### config.mk
export PLATFORM = sky130hd
export DESIGN_NAME = plie_cell
export DESIGN_NICKNAME = d
export VERILOG_FILES = /design/src/rtl/positional_insert_erase_list_unit_defines.svh /design/src/rtl/plie_pkg.sv /design/src/rtl/plie_cell.sv
export SDC_FILE = /design/constraint.sdc
export NUM_CORES = 1
export LEC_CHECK = 0
export CAP_MARGIN = 0
export CORE_ASPECT_RATIO = 0.7
export CORE_MARGIN = 2
export CORE_UTILIZATION = 51
export DETAILED_ROUTE_END_ITERATION = 10
export DONT_BUFFER_PORTS = 1
export PLACE_DENSITY = 0.75
export SYNTH_ARGS = -nofsm -noshare
export SYNTH_HDL_FRONTEND = slang
export SYNTH_SLANG_ARGS = --single-unit
### constraint.sdc
create_clock -name clk -period 3.9 [get_ports clk]
set_input_delay 0.39 -clock clk [delete_from_list [all_inputs] [get_ports clk]]
set_output_delay 0.39 -clock clk [all_outputs]
set_load 0.1 [all_outputs]
### src/rtl/positional_insert_erase_list_unit_defines.svh
// Assertion macros used by the list unit top level.
`ifndef POSITIONAL_INSERT_ERASE_LIST_UNIT_DEFINES_SVH
`define POSITIONAL_INSERT_ERASE_LIST_UNIT_DEFINES_SVH

// Same-cycle implication, checked outside reset.
`define PLIE_ASSERT_NOW(lbl, ante, cons, msg) \
  lbl: assert property (@(posedge clk) disable iff (rst) (ante) |-> (cons)) else $error(msg);

// Next-cycle implication, checked outside reset.
`define PLIE_ASSERT_NEXT(lbl, ante, cons, msg) \
  lbl: assert property (@(posedge clk) disable iff (rst) (ante) |=> (cons)) else $error(msg);

`endif

### src/rtl/plie_pkg.sv
// Shared types, codes and elaboration helpers for the list unit.
package plie_pkg;

  localparam int DEPTH_DEF = 64;
  localparam int WIDTH_DEF = 32;
  localparam int OP_W      = 3;
  localparam int STATUS_W  = 2;
  localparam int FANIN_LOG = 3;  // read tree combines 8 nodes per level

  typedef enum logic [OP_W-1:0] {
    OP_PUSH_BACK  = 3'd0,
    OP_POP_BACK   = 3'd1,
    OP_PUSH_FRONT = 3'd2,
    OP_POP_FRONT  = 3'd3,
    OP_INSERT     = 3'd4,
    OP_ERASE      = 3'd5,
    OP_GET        = 3'd6,
    OP_NONE       = 3'd7
  } plie_op_t;

  typedef enum logic [STATUS_W-1:0] {
    ST_OK    = 2'd0,
    ST_FULL  = 2'd1,
    ST_EMPTY = 2'd2,
    ST_RANGE = 2'd3
  } plie_status_t;

  // Per-cycle command broadcast to every cell.
  typedef struct packed {
    logic ins;  // open a slot at 'at' and load the new word
    logic del;  // close the slot at 'at'
    logic rd;   // drive the word at 'at' onto the read tree
  } plie_ctrl_t;

  // Number of registered levels needed to reduce n leaves.
  function automatic int plie_levels(input int n);
    int lv;
    int span;
    lv   = 1;
    span = 1 << FANIN_LOG;
    while (span < n) begin
      span = span << FANIN_LOG;
      lv   = lv + 1;
    end
    return lv;
  endfunction

  // Nodes present at level l of a tree over n leaves (level 0 = leaves).
  function automatic int plie_nodes(input int n, input int l);
    return (n + (1 << (FANIN_LOG * l)) - 1) >> (FANIN_LOG * l);
  endfunction

endpackage

### src/rtl/plie_cell.sv
// One list slot: holds a word and trades it with its neighbors on insert and erase.
module plie_cell #(
  parameter int IDX   = 0,
  parameter int CW    = 7,
  parameter int WIDTH = 32
) (
  input  logic                clk,
  input  plie_pkg::plie_ctrl_t ctrl,
  input  logic [CW-1:0]       at,
  input  logic [CW-1:0]       used,
  input  logic [WIDTH-1:0]    lower,    // word of the slot below
  input  logic [WIDTH-1:0]    upper,    // word of the slot above
  input  logic [WIDTH-1:0]    din,
  output logic [WIDTH-1:0]    word,
  output logic [WIDTH-1:0]    rd_word
);
  import plie_pkg::*;

  localparam logic [CW-1:0] ME = CW'(IDX);

  logic [CW:0] me_plus1;

  assign me_plus1 = {1'b0, ME} + 1'b1;

  always_ff @(posedge clk) begin
    if (ctrl.ins) begin
      if (ME == at) begin
        word <= din;
      end else if (ME > at && ME <= used) begin
        word <= lower;
      end
    end else if (ctrl.del) begin
      if (ME >= at && me_plus1 < {1'b0, used}) begin
        word <= upper;
      end
    end
  end

  assign rd_word = (ctrl.rd && ME == at) ? word : '0;

endmodule

Word level (Yosys, flattened, before mapping)
Cells that the tools add are included.
- multipliers: 0
- $add $sub $neg: 0
- div/mod/pow operators: 0
- reduce and logical (&&, ||, !) cells: 7
- bitwise gates (word level): 0
- shift-type cells: 0
- multiplexer cells: 6
- magnitude comparators: 4
- equal/unequal tests: 1
- operator list (cell ; number):
    $mux W32 ; 6
    $ge A1 B7 Y1 const A ; 1
    $gt A1 B7 Y1 const A ; 1
    $le A1 B7 Y1 const A ; 1
    $logic_not A7 Y1 ; 1
    $lt A1 B7 Y1 const A ; 1
    $reduce_bool A2 Y1 ; 2
    $logic_and A1 B1 Y1 ; 3
    $ne A3 B1 Y1 const B ; 1
    $reduce_and A3 Y1 ; 1
- word-level logic and storage cells: 19
- bits in registers: 32
- memories kept: 0
- memory bits (writable): 0
- output and inout bits: 64
- latch bits: 0
- ROM bits: 0

Logic depth before layout (Yosys ltp)
- word-level depth: 5
- depth in mapped cells: 6

Least setup slack after synthesis
Ideal clock, no wire load.
- path kind: input to register
- start: input port at[4]
- end: register word[0] (enable)
- setup slack: 479 ps
- stages on the path: 6
- data arrival time: 2991 ps
- cell sequence: or4_4 buf_6 nor2_8 buf_8 buf_6 a21boi_1
- word-level cells in the longest chain between the ends: 4
- elaborated cells on any way between the ends: 8
- classes of those cells: 2 x order compare; 1 x eq/ne; 5 x reduce/logical
- RTL lines (element ; line ; text):
    from (decl) ; plie_cell.sv:9 ; input logic [CW-1:0] at,
    $gt A1 B7 Y1 or $ge A1 B7 Y1 (tied branches) ; plie_cell.sv:29, plie_cell.sv:33 ;
    $logic_and A1 B1 Y1, on equally long branches ; plie_cell.sv:29, plie_cell.sv:33 ;
    $ne A3 B1 Y1 (no source line) or $reduce_bool A2 Y1 (tied branches) ; n/a ;
    $reduce_and A3 Y1 (no source line) * ; n/a ;
    to (signal assigned) ; plie_cell.sv:28 ; word <= din;
    to (signal assigned) ; plie_cell.sv:30 ; word <= lower;
    to (signal assigned) ; plie_cell.sv:34 ; word <= upper;
    to (decl) ; plie_cell.sv:14 ; output logic [WIDTH-1:0] word,
Mark *: on every way between the ends. The rest lies on a longest branch, timed or not.
A chain may end at the register's enable or synchronous reset.

Worst setup path after layout
- start: input port at[4]
- end: output port rd_word[15]
- word-level cells in the longest chain between the ends: 3
- RTL lines (element ; line ; text):
    $logic_not A7 Y1 ; plie_cell.sv:39 ; assign rd_word = (ctrl.rd && ME == at) ? word : '0;
    $logic_and A1 B1 Y1 ; plie_cell.sv:39 ;
    $mux W32 ; plie_cell.sv:39 ;
    to (decl) ; plie_cell.sv:15 ; output logic [WIDTH-1:0] rd_word
Every way passes these cells.

==> impl_metrics.csv <==
group,metric,value,unit
pwr,power_frac_seq,0.569,
clock_network,htree_levels,2,
routing,first_pass_iters,4,
clock_network,cts_setup_buffers,0,
logic_synthesis,yosys.area.top_type,"edfxtp_1",
floorplan,die_area,4750,um2
clock_network,cts_tree,"done",
sta,tightest_slew,1000,ps
grt,antenna_found_initial,0,
critical_path,cp.arrival,2160,ps
pwr,clkPwrFrac,0.321,
critical_path,cp_max_fo,43,
layout,top_regs,"word: 32 flops",
critical_path,crit_type,"input pin to primary output",
routing,wirelength,5860,um
critical_path,critPathTopFamily,"simple AND/OR/NAND/NOR gates",
run_status,status,"complete, no violations",
worst_hold_path,hold_path.class,"input pin to flop",
layout,drive_gt1_frac,0.189,
grt,grt-ovfl-total,0,
logic_synthesis,synth_edf_count,32,
pwr,power.internal,538,uW
pwr,netSwitchingFraction,0.230,
logic_synthesis,synth_top_cells_by_area,"edfxtp_1 (45%), a221o_1 (11%), and3_1 (9.3%), and2_1 (7.0%), a21oi_1 (6.1%)",
critical_path,critPathBufInv,2,
routing,drt-wirelength-per-cell,19.8,um
sta,drv_slew,0,
layout,regArea,961,um2
logic_synthesis,async_flop_share,0,
grt,grt.total_usage,0.230,
floorplan,io-pin-count,178,
critical_path,cp.required,3510,ps
routing,drc_errors,0,
critical_path,slowest_delay,610,ps
clock_network,clk_transition_reported_paths,60,ps
placement,io_buffers,0,
layout,antenna_cells,0,
logic_synthesis,yosysUniqueCellTypes,23,
sta,finalCritPeriodShare,0.653,
clock_network,cts-root-buf,"clkbuf_8",
pwr,powerDensity,286,nW/um2
pwr,power_frac_comb,0.111,
sta,final-hold-violation-count,0,
critical_path,crit_top_cell,"buf_4",
placement,place_ws,1350,ps
layout,syn_to_final_growth,13.8,%
grt,grt_pass1_vias,1714,
layout,finalNetCount,358,
clock_network,cts_resized,0,
job,max_cap_violations,0,
floorplan,start_util,0.540,
logic_synthesis,synthCells,227,
sta,fmax,393,MHz
clock_network,cts_buffers,5,
floorplan,die_y,58.3,um
logic_synthesis,synth_area_per_cell,9.45,um2
routing,vias,1911,
floorplan,chipWidth,81.5,um
layout,largest_reg_flops,32,
sta,relSlewSlack,0.330,
pwr,ir_worst_vdd,0.190,mV
logic_synthesis,synth_flop_cell,"edfxtp_1",
routing,vias_per_cell,6.46,
placement,dpl.hpwl,4090,um
critical_path,crit_chain,"or4_4 > nor2_8 > buf_4 > and3_1 > buf_4",
floorplan,num_rows,19,
logic_synthesis,synth-seq-cells,32,
sta,fin_hold_ws,338,ps
sta,final.min_clock_period,2550,ps
logic_synthesis,yosysSeqAreaShare,0.448,
sta,setup_tns,0,ps
critical_path,slowest_stage,"or4_4",
layout,multi_input_area,1060,um2
floorplan,core_area,3970,um2
routing,detail-route-antenna-nets,0,
sta,worst_slack,1350,ps
placement,place_congestion,0.690,
pwr,p_switching,161,uW
clock_network,clk_path_buf_depth,2,
sta,rsz0062_at_grt,"false",
logic_synthesis,yosys_warnings,0,
routing,drt_iter0_markers,101,
layout,largest_register,"word",
clock_network,postCtsHoldBufs,0,
logic_synthesis,synth_common_cells,"and3_1 (32), edfxtp_1 (32), a21oi_1 (26)",
critical_path,crit_path_end_kind,"primary output",
logic_synthesis,syn_area,2140,um2
clock_network,clock-sinks,32,
sta,finalSetupViolCount,0,
grt,grt_max_degree,64,
grt,grt_pass1_wl,8120,um
layout,fillers,348,
logic_synthesis,synthesis.nets,341,
pwr,p_leak,1.04,nW
logic_synthesis,synth_top_area_share,0.448,
critical_path,critPathLaunchType,"input pin",
## routing by layer
layer	vias up	track usage	share of wire
li1	892	-	-
met1	903	0.256	0.37
met2	112	0.430	0.52
met3	4	0.0685	0.10
met4	0	0.0533	0.0068
met5	-	0	0
## power groups by stage
stage / clock [mW] / combinational (mW) / sequential, mW
floorplan: 0 / 0.0734 / 0.404
CTS: 0.230 / 0.0773 / 0.397
detailed placement: 0 / 0.0773 / 0.405
finish: 0.224 / 0.0772 / 0.397
global placement: 0 / 0.0743 / 0.405
global route: 0.246 / 0.0860 / 0.397
## final cells by class
class / count / share of cell area
multi-input combinational: 168 / 0.436
inverter: 1 / 0.00154
sequential: 32 / 0.394
clock buffer: 5 / 0.0282
timing repair buffer: 36 / 0.111
clock inverter: 2 / 0.00308
tap: 52 / 0.0267
## final timing paths
| path | startpoint | end | slack [ps] | depth (start not counted) |
|---|---|---|---|---|
| worst min-delay path | upper[10] | word[10]$_DFFE_PP_ | 340 | 1 |
| worst max-delay path | at[4] | rd_word[15] | 1350 | 5 |
## cell usage in the layout, fill, tap and decap left out, types with 3 or more instances in the layout
master / netlist / final
a21oi_1: 26 / 26
a221o_1: 24 / 24
a31oi_1: 8 / 8
and2_1: 24 / 24
and3_1: 32 / 32
buf_4: 0 / 36
clkbuf_8: 0 / 5
clkinv_1: 1 / 3
edfxtp_1: 32 / 32
nand2_1: 24 / 24
nand3_1: 6 / 6
nor2_1: 8 / 8
o21ai_0: 8 / 8
## per-stage QoR
| stage | cell area [um2] | util | power (mW) | std cells |
|---|---|---|---|---|
| 2_1_floorplan | 2140 | - | 0.477 | 227 |
| 3_3_place_gp | 2360 | 0.595 | 0.479 | 289 |
| 3_5_place_dp | 2360 | 0.595 | 0.482 | 289 |
| 4_1_cts | 2440 | 0.615 | 0.704 | 296 |
| 5_1_grt | 2440 | 0.615 | 0.729 | 296 |
| 6_report | 2440 | 0.615 | 0.699 | 296 |
## kinds of logic after synthesis
kind of cell / Yosys count / share of synthesized area
AO/OA/AOI/OAI: 68 / 0.222
AND/OR/NAND/NOR: 100 / 0.263
buffers and inverters: 27 / 0.0677
flip-flops: 32 / 0.448
(Power assumes the default switching activity.)
